===== src/design/assert_macros.svh =====
// assertion macros shared by the lexer modules
`ifndef ASSERT_MACROS_SVH
`define ASSERT_MACROS_SVH

// condition holds on every clock edge out of reset
`define CTLEX_ASSERT(lbl, clk, rst_n, expr, msg) \
	lbl: assert property (@(posedge clk) disable iff (!rst_n) (expr)) else $error(msg);

// same-cycle implication
`define CTLEX_ASSERT_IMPL(lbl, clk, rst_n, ante, cons, msg) \
	lbl: assert property (@(posedge clk) disable iff (!rst_n) (ante) |-> (cons)) else $error(msg);

// next-cycle implication
`define CTLEX_ASSERT_NEXT(lbl, clk, rst_n, ante, cons, msg) \
	lbl: assert property (@(posedge clk) disable iff (!rst_n) (ante) |=> (cons)) else $error(msg);

`endif


===== src/design/ctlex_pkg.sv =====
// types, constants and helper functions of the config text lexer
package ctlex_pkg;

	localparam int POS_BITS = 24;
	localparam int NUM_SLOTS = 3;
	localparam int CNT_BITS = $clog2(NUM_SLOTS + 1);
	localparam int SEL_BITS = $clog2(NUM_SLOTS);

	typedef logic [POS_BITS-1:0] pos_t;

	localparam pos_t POS_MAX = '1;
	localparam pos_t POS_ONE = POS_BITS'(1);
	localparam pos_t TAB_STOP = POS_BITS'(4);

	localparam logic [7:0] CH_UNDERSCORE = 8'h5f;
	localparam logic [7:0] CH_EQUAL = 8'h3d;
	localparam logic [7:0] CH_COMMA = 8'h2c;
	localparam logic [7:0] CH_QUOTE = 8'h22;
	localparam logic [7:0] CH_MINUS = 8'h2d;
	localparam logic [7:0] CH_LBRACE = 8'h7b;
	localparam logic [7:0] CH_RBRACE = 8'h7d;
	localparam logic [7:0] CH_SPACE = 8'h20;
	localparam logic [7:0] CH_TAB = 8'h09;
	localparam logic [7:0] CH_NEWLINE = 8'h0a;

	typedef enum logic [2:0] {
		MODE_EXPECT_ID,
		MODE_EXPECT_VALUE,
		MODE_AFTER_ID,
		MODE_AFTER_VALUE,
		MODE_AFTER_SEP,
		MODE_BLOCK_OPEN,
		MODE_BLOCK_CLOSE
	} mode_t;

	typedef enum logic [1:0] {
		PEND_NONE,
		PEND_IDENT,
		PEND_NUMBER,
		PEND_STRING
	} pend_t;

	typedef enum logic [2:0] {
		KIND_IDENT,
		KIND_NUMBER,
		KIND_STRING,
		KIND_OPEN,
		KIND_CLOSE,
		KIND_ERROR,
		KIND_END
	} kind_t;

	typedef enum logic [2:0] {
		ERR_NONE,
		ERR_IDENT_START,
		ERR_VALUE,
		ERR_SYNTAX,
		ERR_UNTERMINATED
	} err_t;

	typedef struct packed {
		logic [7:0] text_byte;
		logic       end_of_text;
	} text_item_t;

	typedef struct packed {
		kind_t item_kind;
		err_t  err_code;
		pos_t  start_index;
		pos_t  token_length;
		pos_t  line_number;
		pos_t  column_number;
		logic  run_last;
	} token_item_t;

	typedef struct packed {
		token_item_t [NUM_SLOTS-1:0] item;
		logic [CNT_BITS-1:0]         count;
	} bundle_t;

	typedef struct packed {
		logic full;
		logic empty;
	} q_status_t;

	function automatic logic is_ident(logic [7:0] b);
		return b inside {[8'h30:8'h39], [8'h41:8'h5a], [8'h61:8'h7a], CH_UNDERSCORE};
	endfunction

	function automatic logic is_value_start(logic [7:0] b);
		return b inside {[8'h30:8'h39], CH_MINUS, CH_QUOTE};
	endfunction

	function automatic logic is_space(logic [7:0] b);
		return b inside {CH_SPACE, CH_TAB, CH_NEWLINE};
	endfunction

	function automatic pos_t sat_add(pos_t a, pos_t b);
		logic [POS_BITS:0] s;
		s = {1'b0, a} + {1'b0, b};
		return s[POS_BITS] ? POS_MAX : s[POS_BITS-1:0];
	endfunction

	function automatic pos_t sat_inc(pos_t a);
		return (a == POS_MAX) ? POS_MAX : a + POS_ONE;
	endfunction

	function automatic token_item_t make_token(kind_t kind, err_t code, pos_t start,
		pos_t len, pos_t line, pos_t col);
		token_item_t t;
		t.item_kind = kind;
		t.err_code = code;
		t.start_index = start;
		t.token_length = len;
		t.line_number = line;
		t.column_number = col;
		t.run_last = 1'b0;
		return t;
	endfunction

endpackage


===== src/design/config_text_lexer.sv =====
// top level of the config text lexer: front, bundle queue and back
// a byte's result items are registered first in the bundle queue and then in the back output register
// throughput: one byte per cycle while each byte yields at most one result item and token_ready is not held low
// a byte that yields several result items holds the back serializer until each of them is handed out
// reset: arst_n clears lexer state, counters, queue pointers and output valid at once
module config_text_lexer (
	input  logic                   clk,
	input  logic                   arst_n,
	input  logic                   text_valid,
	output logic                   text_ready,
	input  ctlex_pkg::text_item_t  text_item,
	output logic                   token_valid,
	input  logic                   token_ready,
	output ctlex_pkg::token_item_t token_item
);
	import ctlex_pkg::*;

	q_status_t q_status;
	bundle_t push_bundle, head;
	logic push, pop;

	ctlex_front u_front (
		.clk         (clk),
		.arst_n      (arst_n),
		.text_valid  (text_valid),
		.text_ready  (text_ready),
		.text_item   (text_item),
		.q_status    (q_status),
		.push        (push),
		.push_bundle (push_bundle)
	);

	ctlex_queue u_queue (
		.clk         (clk),
		.arst_n      (arst_n),
		.push        (push),
		.push_bundle (push_bundle),
		.pop         (pop),
		.head        (head),
		.status      (q_status)
	);

	ctlex_back u_back (
		.clk         (clk),
		.arst_n      (arst_n),
		.head        (head),
		.q_status    (q_status),
		.pop         (pop),
		.token_valid (token_valid),
		.token_ready (token_ready),
		.token_item  (token_item)
	);

endmodule


===== src/design/ctlex_front.sv =====
// lexer front: takes bytes, updates lexer state and positions, builds result bundles
`include "assert_macros.svh"

module ctlex_front (
	input  logic                   clk,
	input  logic                   arst_n,
	input  logic                   text_valid,
	output logic                   text_ready,
	input  ctlex_pkg::text_item_t  text_item,
	input  ctlex_pkg::q_status_t   q_status,
	output logic                   push,
	output ctlex_pkg::bundle_t     push_bundle
);
	import ctlex_pkg::*;

	mode_t mode_q, mode_n;
	pend_t pend_q, pend_n;
	pos_t  pstart_q, pstart_n;
	pos_t  plen_q, plen_n;
	pos_t  pline_q, pline_n;
	pos_t  pcol_q, pcol_n;
	pos_t  idx_q, line_q, col_q;
	pos_t  idx_adv, line_adv, col_adv;
	pos_t  col_m1, tab_step;
	logic  err_q, err_n;

	logic [7:0] b;
	logic last, acc, in_str;
	logic cont, go0, go1, go2;
	token_item_t slot0, slot1, slot2;
	logic slot0_v, slot1_v, slot2_v;
	logic [CNT_BITS-1:0] cnt;

	assign b = text_item.text_byte;
	assign last = text_item.end_of_text;
	assign text_ready = !q_status.full;
	assign acc = text_valid && text_ready;
	assign in_str = !err_q && (pend_q == PEND_STRING);

	// position advance
	always_comb begin
		col_m1 = col_q - POS_ONE;
		tab_step = (col_q == '0) ? TAB_STOP :
			TAB_STOP - {{(POS_BITS-2){1'b0}}, col_m1[1:0]};
		idx_adv = sat_inc(idx_q);
		line_adv = line_q;
		col_adv = sat_inc(col_q);
		if (!in_str && b == CH_NEWLINE) begin
			line_adv = sat_inc(line_q);
			col_adv = POS_ONE;
		end else if (!in_str && b == CH_TAB) begin
			col_adv = sat_add(col_q, tab_step);
		end
	end

	// lexer next state and emitted tokens
	always_comb begin
		mode_n = mode_q;
		pend_n = pend_q;
		pstart_n = pstart_q;
		plen_n = plen_q;
		pline_n = pline_q;
		pcol_n = pcol_q;
		err_n = err_q;
		cont = 1'b0;
		go0 = 1'b0;
		go1 = 1'b0;
		go2 = 1'b0;
		slot0 = make_token(KIND_IDENT, ERR_NONE, pstart_q, plen_q, pline_q, pcol_q);
		slot0_v = 1'b0;
		slot1 = make_token(KIND_OPEN, ERR_NONE, idx_q, '0, line_q, col_q);
		slot1_v = 1'b0;
		slot2 = make_token(KIND_END, ERR_NONE, idx_adv, '0, line_adv, col_adv);
		slot2_v = last;

		if (!err_q) begin
			case (pend_q)
				PEND_STRING: begin
					if (b == CH_QUOTE) begin
						pend_n = PEND_NONE;
						slot0 = make_token(KIND_STRING, ERR_NONE, pstart_q, plen_q, pline_q,
							pcol_q);
						slot0_v = (plen_q != '0);
					end else begin
						plen_n = sat_inc(plen_q);
					end
				end
				PEND_IDENT: begin
					if (is_ident(b)) begin
						plen_n = sat_inc(plen_q);
					end else begin
						slot0_v = 1'b1;
						pend_n = PEND_NONE;
						cont = 1'b1;
					end
				end
				PEND_NUMBER: begin
					if (!is_space(b) && b != CH_COMMA && b != CH_RBRACE) begin
						plen_n = sat_inc(plen_q);
					end else begin
						slot0 = make_token(KIND_NUMBER, ERR_NONE, pstart_q, plen_q, pline_q,
							pcol_q);
						slot0_v = 1'b1;
						pend_n = PEND_NONE;
						cont = 1'b1;
					end
				end
				default: cont = 1'b1;
			endcase

			if (cont && !is_space(b)) begin
				case (mode_q)
					MODE_EXPECT_ID: go0 = 1'b1;
					MODE_EXPECT_VALUE: go1 = 1'b1;
					MODE_AFTER_ID: go2 = 1'b1;
					MODE_AFTER_VALUE: begin
						if (b == CH_COMMA) begin
							mode_n = MODE_AFTER_SEP;
						end else if (b == CH_RBRACE) begin
							slot1 = make_token(KIND_CLOSE, ERR_NONE, idx_q, '0, line_q, col_q);
							slot1_v = 1'b1;
							mode_n = MODE_BLOCK_CLOSE;
						end else begin
							go0 = 1'b1;
						end
					end
					MODE_AFTER_SEP: begin
						if (b == CH_RBRACE) begin
							mode_n = MODE_BLOCK_CLOSE;
						end else if (is_value_start(b)) begin
							go1 = 1'b1;
						end else begin
							go0 = 1'b1;
						end
					end
					MODE_BLOCK_OPEN: begin
						if (is_value_start(b)) begin
							go1 = 1'b1;
						end else begin
							go0 = 1'b1;
						end
					end
					MODE_BLOCK_CLOSE: begin
						if (b == CH_COMMA) begin
							mode_n = MODE_AFTER_SEP;
						end else begin
							go0 = 1'b1;
						end
					end
					default: go0 = 1'b1;
				endcase

				if (go0) begin
					if (is_value_start(b)) begin
						slot1 = make_token(KIND_ERROR, ERR_IDENT_START, idx_q, '0, line_q, col_q);
						slot1_v = 1'b1;
						err_n = 1'b1;
						pend_n = PEND_NONE;
					end else begin
						mode_n = MODE_AFTER_ID;
						if (is_ident(b)) begin
							pend_n = PEND_IDENT;
							pstart_n = idx_q;
							pline_n = line_q;
							pcol_n = col_q;
							plen_n = POS_ONE;
						end else begin
							slot0 = make_token(KIND_IDENT, ERR_NONE, idx_q, '0, line_q, col_q);
							slot0_v = 1'b1;
							go2 = 1'b1;
						end
					end
				end

				if (go2) begin
					if (b == CH_EQUAL) begin
						mode_n = MODE_EXPECT_VALUE;
					end else if (b == CH_LBRACE) begin
						slot1 = make_token(KIND_OPEN, ERR_NONE, idx_q, '0, line_q, col_q);
						slot1_v = 1'b1;
						mode_n = MODE_BLOCK_OPEN;
					end else begin
						slot1 = make_token(KIND_ERROR, ERR_SYNTAX, idx_q, '0, line_q, col_q);
						slot1_v = 1'b1;
						err_n = 1'b1;
						pend_n = PEND_NONE;
					end
				end

				if (go1) begin
					if (b == CH_LBRACE) begin
						slot1 = make_token(KIND_OPEN, ERR_NONE, idx_q, '0, line_q, col_q);
						slot1_v = 1'b1;
						mode_n = MODE_BLOCK_OPEN;
					end else if (b == CH_QUOTE) begin
						pend_n = PEND_STRING;
						pstart_n = sat_inc(idx_q);
						pline_n = line_q;
						pcol_n = sat_inc(col_q);
						plen_n = '0;
						mode_n = MODE_AFTER_VALUE;
					end else if (is_value_start(b)) begin
						pend_n = PEND_NUMBER;
						pstart_n = idx_q;
						pline_n = line_q;
						pcol_n = col_q;
						plen_n = POS_ONE;
						mode_n = MODE_AFTER_VALUE;
					end else begin
						slot1 = make_token(KIND_ERROR, ERR_VALUE, idx_q, '0, line_q, col_q);
						slot1_v = 1'b1;
						err_n = 1'b1;
						pend_n = PEND_NONE;
					end
				end
			end
		end

		// end of text closes what is still open, unless an error has been flagged
		if (last && !err_n) begin
			if (pend_n == PEND_STRING) begin
				slot1 = make_token(KIND_ERROR, ERR_UNTERMINATED, pstart_n, '0, pline_n, pcol_n);
				slot1_v = 1'b1;
			end else if (pend_n != PEND_NONE) begin
				slot1 = make_token((pend_n == PEND_IDENT) ? KIND_IDENT : KIND_NUMBER, ERR_NONE,
					pstart_n, plen_n, pline_n, pcol_n);
				slot1_v = 1'b1;
			end
		end
	end

	// pack valid slots in order
	always_comb begin
		cnt = CNT_BITS'(slot0_v) + CNT_BITS'(slot1_v) + CNT_BITS'(slot2_v);
		push_bundle.item[0] = slot0_v ? slot0 : (slot1_v ? slot1 : slot2);
		push_bundle.item[1] = (slot0_v && slot1_v) ? slot1 : slot2;
		push_bundle.item[2] = slot2;
		for (int i = 0; i < NUM_SLOTS; i++) begin
			push_bundle.item[i].run_last = (CNT_BITS'(i + 1) == cnt);
		end
		push_bundle.count = cnt;
	end

	assign push = acc && (cnt != '0);

	always_ff @(posedge clk or negedge arst_n) begin
		if (!arst_n) begin
			mode_q <= MODE_EXPECT_ID;
			pend_q <= PEND_NONE;
			pstart_q <= '0;
			plen_q <= '0;
			pline_q <= POS_ONE;
			pcol_q <= POS_ONE;
			idx_q <= '0;
			line_q <= POS_ONE;
			col_q <= POS_ONE;
			err_q <= 1'b0;
		end else if (acc) begin
			if (last) begin
				mode_q <= MODE_EXPECT_ID;
				pend_q <= PEND_NONE;
				pstart_q <= '0;
				plen_q <= '0;
				pline_q <= POS_ONE;
				pcol_q <= POS_ONE;
				idx_q <= '0;
				line_q <= POS_ONE;
				col_q <= POS_ONE;
				err_q <= 1'b0;
			end else begin
				mode_q <= mode_n;
				pend_q <= pend_n;
				pstart_q <= pstart_n;
				plen_q <= plen_n;
				pline_q <= pline_n;
				pcol_q <= pcol_n;
				idx_q <= idx_adv;
				line_q <= line_adv;
				col_q <= col_adv;
				err_q <= err_n;
			end
		end
	end

	`CTLEX_ASSERT_IMPL(a_push_not_full, clk, arst_n, push, !q_status.full, "push into full queue")
	`CTLEX_ASSERT_NEXT(a_reset_after_last, clk, arst_n, acc && last, mode_q == MODE_EXPECT_ID && idx_q == '0 && !err_q && pend_q == PEND_NONE, "state not cleared after final byte")

endmodule


===== src/design/ctlex_queue.sv =====
// two-entry queue of result bundles between front and back
`include "assert_macros.svh"

module ctlex_queue (
	input  logic                 clk,
	input  logic                 arst_n,
	input  logic                 push,
	input  ctlex_pkg::bundle_t   push_bundle,
	input  logic                 pop,
	output ctlex_pkg::bundle_t   head,
	output ctlex_pkg::q_status_t status
);
	import ctlex_pkg::*;

	localparam int DEPTH = 2;
	localparam int PTR_BITS = $clog2(DEPTH);
	localparam int QCNT_BITS = $clog2(DEPTH + 1);

	bundle_t entry_q [DEPTH];
	logic [PTR_BITS-1:0] wr_ptr_q, rd_ptr_q;
	logic [QCNT_BITS-1:0] count_q;

	assign head = entry_q[rd_ptr_q];
	assign status.full = (count_q == QCNT_BITS'(DEPTH));
	assign status.empty = (count_q == '0);

	always_ff @(posedge clk) begin
		if (push) begin
			entry_q[wr_ptr_q] <= push_bundle;
		end
	end

	always_ff @(posedge clk or negedge arst_n) begin
		if (!arst_n) begin
			wr_ptr_q <= '0;
			rd_ptr_q <= '0;
			count_q <= '0;
		end else begin
			if (push) begin
				wr_ptr_q <= wr_ptr_q + PTR_BITS'(1);
			end
			if (pop) begin
				rd_ptr_q <= rd_ptr_q + PTR_BITS'(1);
			end
			if (push && !pop) begin
				count_q <= count_q + QCNT_BITS'(1);
			end else if (pop && !push) begin
				count_q <= count_q - QCNT_BITS'(1);
			end
		end
	end

	`CTLEX_ASSERT(a_count_bound, clk, arst_n, count_q <= QCNT_BITS'(DEPTH), "queue count out of range")
	`CTLEX_ASSERT_IMPL(a_pop_not_empty, clk, arst_n, pop, !status.empty, "pop from empty queue")

endmodule


===== src/design/ctlex_back.sv =====
// lexer back: walks each bundle and hands out one result item per cycle while token_ready is high
`include "assert_macros.svh"

module ctlex_back (
	input  logic                   clk,
	input  logic                   arst_n,
	input  ctlex_pkg::bundle_t     head,
	input  ctlex_pkg::q_status_t   q_status,
	output logic                   pop,
	output logic                   token_valid,
	input  logic                   token_ready,
	output ctlex_pkg::token_item_t token_item
);
	import ctlex_pkg::*;

	logic [SEL_BITS-1:0] pos_q;
	logic valid_q;
	token_item_t item_q;
	token_item_t cur;
	logic load, head_last;

	assign load = !q_status.empty && (!valid_q || token_ready);
	assign head_last = ((CNT_BITS'(pos_q) + CNT_BITS'(1)) == head.count);
	assign pop = load && head_last;

	always_comb begin
		cur = head.item[0];
		for (int i = 0; i < NUM_SLOTS; i++) begin
			if (SEL_BITS'(i) == pos_q) begin
				cur = head.item[i];
			end
		end
	end

	always_ff @(posedge clk or negedge arst_n) begin
		if (!arst_n) begin
			valid_q <= 1'b0;
			pos_q <= '0;
		end else begin
			if (load) begin
				valid_q <= 1'b1;
				pos_q <= head_last ? '0 : pos_q + SEL_BITS'(1);
			end else if (token_ready) begin
				valid_q <= 1'b0;
			end
		end
	end

	always_ff @(posedge clk) begin
		if (load) begin
			item_q <= cur;
		end
	end

	assign token_valid = valid_q;
	assign token_item = item_q;

	`CTLEX_ASSERT_IMPL(a_pos_in_bundle, clk, arst_n, !q_status.empty, CNT_BITS'(pos_q) < head.count, "slot pointer past bundle count")

endmodule


===== config.mk =====
export PLATFORM = sky130hd
export DESIGN_NAME = config_text_lexer
export DESIGN_NICKNAME = d
export VERILOG_FILES = /design/src/design/ctlex_pkg.sv /design/src/design/config_text_lexer.sv /design/src/design/ctlex_front.sv /design/src/design/ctlex_queue.sv /design/src/design/ctlex_back.sv
export VERILOG_INCLUDE_DIRS = /design/src /design/src/design
export SDC_FILE = /design/constraint.sdc
export NUM_CORES = 2
export LEC_CHECK = 0
export ABC_AREA = 1
export BUFFER_PORTS_ARGS = -buffer_cell sky130_fd_sc_hd__buf_2
export CORE_MARGIN = 4
export CORE_UTILIZATION = 60
export DETAILED_ROUTE_END_ITERATION = 12
export PLACE_DENSITY = 0.77
export SLEW_MARGIN = 5
export SYNTH_ARGS = -nofsm -noshare
export SYNTH_HDL_FRONTEND = slang
export SYNTH_SLANG_ARGS = --single-unit

===== constraint.sdc =====
create_clock -name clk -period 28.9 [get_ports clk]
set_input_delay 1.445 -clock clk [delete_from_list [all_inputs] [get_ports clk]]
set_output_delay 1.445 -clock clk [all_outputs]
set_load 0.05 [all_outputs]

== Word level (Yosys, flattened, before mapping) ==
Memory sizes are Yosys's and may differ from the RTL's.
Cells that the tools add are included.
Storage, ports and cells
  RAM bits: 562
  output and inout port bits: 105
  memories: 1
  input port bits: 13
  register bits: 284
Cells by class
  magnitude comparators: 6
  reduce and logical (&&, ||, !) cells: 40
  mux-type cells: 189
  $add $sub $neg: 14
  equality and inequality tests: 35
Memory list
  u_queue.entry_q: words 2, bits a word 281, read ports 1, clocked after memory_dff 0, wr ports 1, RTL line ctlex_queue.sv:19  | bundle_t entry_q [DEPTH];
Operators with widths (count)
  $mux 103: 29
  $mux 24: 56
  $pmux 103 s2: 1
  $mux 102: 1
  $mux 101: 1
  $add 24x1->24 const B: 4
  $eq 24x24->1 const B: 4
  $pmux 24 s3: 1
  $mux 1: 60
  $mux 3: 15
  $eq 8x6->1 const B: 5
  $mux 2: 19
  $add 24x24->25: 1
  $eq 8x7->1 const B: 3
  $logic_not 24->1: 1
  $reduce_bool 24->1: 1
  $logic_and 1x1->1: 17
  $eq 8x4->1 const B: 2
  $ge 8x7->1 const B: 2
  $le 8x7->1 const B: 2
  $reduce_bool 2->1: 5
  $eq 3x3->1 const B: 3
  $logic_not 1->1: 9
  $pmux 1 s3: 3
  27 further kinds: 39

== Depth between registers and ports, before layout ==
  word-level depth: 32
  mapped depth: 23
  gate-level depth less buffers: 22

== Cells and area by module ==
A second synthesis with hierarchy kept.
Second synthesis, totals
  cell total of the unflattened synthesis: 4564
  area, all modules: 47020.1 sq um
By module, submodules not included
  ctlex_queue: cells an instance 993, area an instance 24005.5 sq um, sequential area each 18778.0 sq um, times used 1
  ctlex_front: cells an instance 2974, area an instance 17583.1 sq um, sequential area each 4359.2 sq um, times used 1
  ctlex_back: cells an instance 597, area an instance 5431.5 sq um, sequential area each 3168.0 sq um, times used 1

== Worst setup path before layout ==
No wires, ideal clock.
  path type: input-to-reg
  start: in text_item[8] (netlist bit)
  end: mem u_queue.entry_q[0][0] (netlist bit), enable pin
  setup slack: 12434 ps
  path buffers: 1
  arrival: 15538 ps
  stages: 20
  setup time: 928 ps
  cells stage by stage: inv_2 -> nand2_1 -> nor2_1 -> nand2_2 -> nand2_2 -> nor2_1 -> nor2_4 -> nand2_2 -> nand2_1 -> nand3_2 -> nand3_1 -> nand2_1 -> nand2_2 -> nor2_8 -> a21oi_4 -> buf_2 -> fa_1 -> a21oi_1 -> inv_1 -> nor2_1
Between the ends
  word-level cells in the longest chain between the ends: 27
  elaborated cells between the ends (all ways): 111
  those cells by class: 2 x add/sub; 6 x order compare; 13 x eq/ne; 75 x mux; 15 x reduce/logical
Ends and longest elaborated chain
  start: declaration: RTL line config_text_lexer.sv:11  | input ctlex_pkg::text_item_t text_item,
  $ge 8x6->1, or another cell as far along: RTL line ctlex_pkg.sv:87, ctlex_pkg.sv:91
  $logic_and 1x1->1 or $reduce_bool 3->1 (tied branches): RTL line ctlex_pkg.sv:87, ctlex_pkg.sv:91, ctlex_pkg.sv:95
  $reduce_bool 3->1 or $logic_not 1->1 (tied branches): RTL line ctlex_pkg.sv:91, ctlex_front.sv:98, ctlex_front.sv:111
  $mux 1 or $logic_and 1x1->1 (tied branches): RTL line ctlex_front.sv:130, ctlex_front.sv:137, ctlex_front.sv:98
  $mux 1 or $logic_and 1x1->1 (tied branches): RTL line ctlex_front.sv:128, ctlex_front.sv:98
  $pmux 1 s5 or $mux 2 (tied branches): RTL line ctlex_front.sv:112, ctlex_front.sv:98
  $mux 1 or $pmux 2 s3 (tied branches): RTL line ctlex_front.sv:111, ctlex_front.sv:77
  $mux 1 or $mux 2 (tied branches): RTL line ctlex_front.sv:76, ctlex_front.sv:161
  [12 not listed]
  $mux 1: RTL line ctlex_front.sv:220  | if (last && !err_n) begin
  $add 1x1->2 *: RTL line ctlex_front.sv:234  | cnt = CNT_BITS'(slot0_v) + CNT_BITS'(slot1_v) + CNT_BITS'(slot2_v);
  $add 2x1->2 *: RTL line ctlex_front.sv:234
  $reduce_bool 2->1 *: RTL line ctlex_front.sv:244  | assign push = acc && (cnt != '0);
  $logic_and 1x1->1 *: RTL line ctlex_front.sv:244
  via push: RTL line config_text_lexer.sv:20  | logic push, pop;
  $mux 1 *: RTL line ctlex_queue.sv:28  | if (push) begin
  $mux 1 (not written as such) *: RTL line ctlex_queue.sv:29  | entry_q[wr_ptr_q] <= push_bundle;
  end: declaration: RTL line ctlex_queue.sv:19
The timed path passes the listed nets; every way through them passes the cells marked *. The select of a mux whose other input is x is not followed.

== Worst setup path in the final report ==
  start: in text_item[8] (netlist bit)
  end: mem u_queue.entry_q[0][173] (netlist bit), enable pin
The elaborated chain is that of the path after synthesis.

==> out/metrics.yaml <==
clock_network:
  htree_levels: 3
  cts_made_buffers: 86
  post_cts_resized: 0
  cts_sinks: 846
  cts.reportedPaths.clkPinSlew_ns: 0.06
  postCtsSetupRepairBufs: 0
  clock-root-buffer: "clkbuf_16"
  holdBufCountCts: 0
  cts_buffer_depth: 3
  clock_latency_ns: 0.64
  cts_tree: "yes"
setup_path:
  rrSetupSlack_ns: 22.23
  critical_path.max_fanout: 82
  cp_cell_sequence: "buf_2 -> inv_2 -> nand2_1 -> nor2_1 -> nand2_1 -> nand3_1 -> nor2_4 -> nand2_1 -> nand2_1 -> o21ai_4 -> buf_4 -> nand2_4 -> inv_2 -> fa_1 -> a21oi_1 -> inv_1 -> nor2_4 -> buf_4 -> buf_4"
  slowest_delay_ns: 0.99
  crit_slowest_cell: "buf_4"
  worst_setup_path_end_kind: "register"
  critical_path_arrival_ns: 7.22
  r2r_end: "u_queue.entry_q[0][173]"
  worstSetupStartpoint: "text_item[8]"
  path_common_cell: "nand2_1"
  critPathKind: "in2reg"
  worstSetupEndpoint: "u_queue.entry_q[0][173]"
  startpoint_type: "primary input"
  required_ns: 29.15
  rr_startpoint: "u_front.plen_q[4]"
  r2r_cells: 14
floorplanning:
  core_sq_um: 68600
  start_util_pct: 60.6
  chipWidth_um: 271
  ioPinCount: 118
  die_h_um: 271
  row_count: 96
  dieArea_sq_um: 73500
grt:
  grt_pass1_wl_mm: 170
  grt_pass1_vias: 32100
  grt_use_total_pct: 28.5
  gr-total-overflow: 0
  grt_start_max_net_pins: 235
  antenna_found_initial: 1
drt:
  dr.pass1.iters: 7
  viasPerCell: 6.04
  final_antenna_net_count: 0
  drt-initial-drc-count: 3878
  route.detailed.drc: 0
  wl_per_cell_um: 19.4
  wirelength_mm: 107
  vias: 33300
place:
  placed_area_sq_um: 42700
  dp_cells: 5357
  pre_cts_slack_ns: 21.35
  dp_hpwl_mm: 62.2
  numPortBuffers: 117
  place.gp.congestion: 0.940
yosys:
  syn_area_sq_um: 41600
  yosysSeqAreaShare_pct: 59.0
  ys_seq_elements: 846
  ys.flop_type: "edfxtp_1"
  syn_area_per_cell_sq_um: 9.23
  synth_cells: 4503
  synth_edf_count: 665
  ys_types: 55
  async_reset_ff_share_pct: 21.4
  ys_warn_count: 0
power_and_ir_drop:
  power_leakage_nw: 18.0
  power_mw: 5.65
  ir_drop_mv: 0.0978
  powerDensity_nw_per_um2: 124
hold_path:
  min-delay-start: "u_front.pcol_q[0]"
  min-delay-path-class: "reg2reg"
sta:
  finClkSkew_ns: 0.0184
  rsz0062_at_grt: "false"
  hold_viol_final: 0
  timing.slew.headroom_pct: 16.6
  holdWs_ns: 0.485
  slew_viol_final: 0
  min_period_ns: 6.98
  postLayoutSetupSlackWorst_ns: 21.92
  fmax_mhz: 143
  worstMarginPinSlew_ns: 1.25
  fin_crit_sh_pct: 24.1
  tns_ns: 0
  finalSetupViolations: 0
final_layout:
  layout.cells.most_common: "nand2_1"
  num-nets-final: 4541
  drive_above_1_share_pct: 7.83
  final_core_util_pct: 66.6
  layout_common_cells: "1026 x nand2_1, 665 x edfxtp_1, 497 x o21ai_0"
  diodes: 0
  final_cell_count_no_fill: 5516
  fin_area_sq_um: 45700
  areaGrowthSynthToFinish_pct: 9.89
outcome:
  outcome: "finished clean"
flow_run:
  maxCapViolCount: 0
[cells in the mapped netlist (4+ instances only)]
cell	count	area share, %
nor2_1	460	4.2
ha_1	12	0.36
o22ai_1	211	3.2
nor3b_1	4	0.072
o21ai_1	29	0.35
a32o_1	73	1.8
edfxtp_1	665	48
o211ai_1	9	0.16
clkbuf_1	201	1.8
dfstp_2	4	0.25
nor3_2	6	0.14
buf_4	15	0.27
a22oi_1	11	0.20
xnor2_1	4	0.084
buf_2	46	0.55
nor2_4	7	0.19
nor3_1	59	0.71
buf_6	5	0.14
nor4_1	16	0.24
nand2_1	1026	9.3
nand4_1	34	0.51
o21ai_0	497	6.0
a31oi_1	5	0.075
a21oi_1	205	2.5
nand2_2	13	0.20
or2_2	4	0.060
o221ai_1	5	0.11
nand3_1	190	2.3
inv_1	394	3.6
buf_1	6	0.054
inv_2	16	0.14
xor2_1	49	1.0
o31ai_1	4	0.072
nor2_2	6	0.090
dfrtp_1	177	11
[cells by family after synthesis]
kind of cell	count (synthesis)	share of synthesized area [%]
other	2	0.0181
buffers and inverters	687	6.58
AO/OA/AOI/OAI	1065	14.7
AND/OR/NAND/NOR	1836	18.2
flip-flops	846	59.0
XOR/XNOR	53	1.12
adder cells (fa/ha/maj)	14	0.458
[power by group]
group	internal, mW	leakage [nW]	switching [mW]
clock	0.701	1.44	0.468
combinational	0.574	7.81	1.74
sequential	2.02	8.76	0.146
total	3.30	18.0	2.35
[critical path: cells and delay by family]
kind	cells	cell delay [ns]
adders and majority gates	1	0.50
AOI/OAI and AO/OA	2	0.47
and+or+nand+nor	9	1.59
buffers and inverters	7	3.04
[worst min path at each step]
stage,to,slack [ns],cells after the start
floorplan,u_front.pcol_q[0],0.46,2
global placement,u_front.pcol_q[0],0.47,2
detailed placement,u_front.pcol_q[0],0.47,2
CTS,u_front.pcol_q[0],0.48,2
global route,u_front.pcol_q[0],0.50,2
finish,u_front.pcol_q[0],0.49,2
[final cells by class]
class,instances,area (sq um)
clock buffers,121,2460
fillers,5331,22900
inverters,412,1570
multi-input cells,3015,14500
repair buffers,153,902
clock inverters,38,524
flip-flops and latches,846,24500
well taps,931,1160
[flip-flops by register name, indices dropped and copies added (netlist names), 2 cells and up]
register	cells
u_front.pline_q	24
u_back.token_item	103
u_front.mode_q	3
u_front.plen_q	24
u_queue.entry_q	562
u_front.col_q	24
u_front.pstart_q	24
u_front.pend_q	2
u_queue.count_q	2
u_front.idx_q	24
u_back.pos_q	2
u_front.line_q	24
u_front.pcol_q	24
[per-layer routing]
| metal | global-route usage (%) | vias up | part of all wire, % |
|---|---|---|---|
| met5 | 0 | - | 0 |
| met4 | 10.2 | 0 | 3.1 |
| met3 | 4.75 | 273 | 8.7 |
| met2 | 46.2 | 1616 | 47 |
| met1 | 39.4 | 15900 | 41 |
| li1 | - | 15500 | - |
Power figures use the tool's default switching activity.
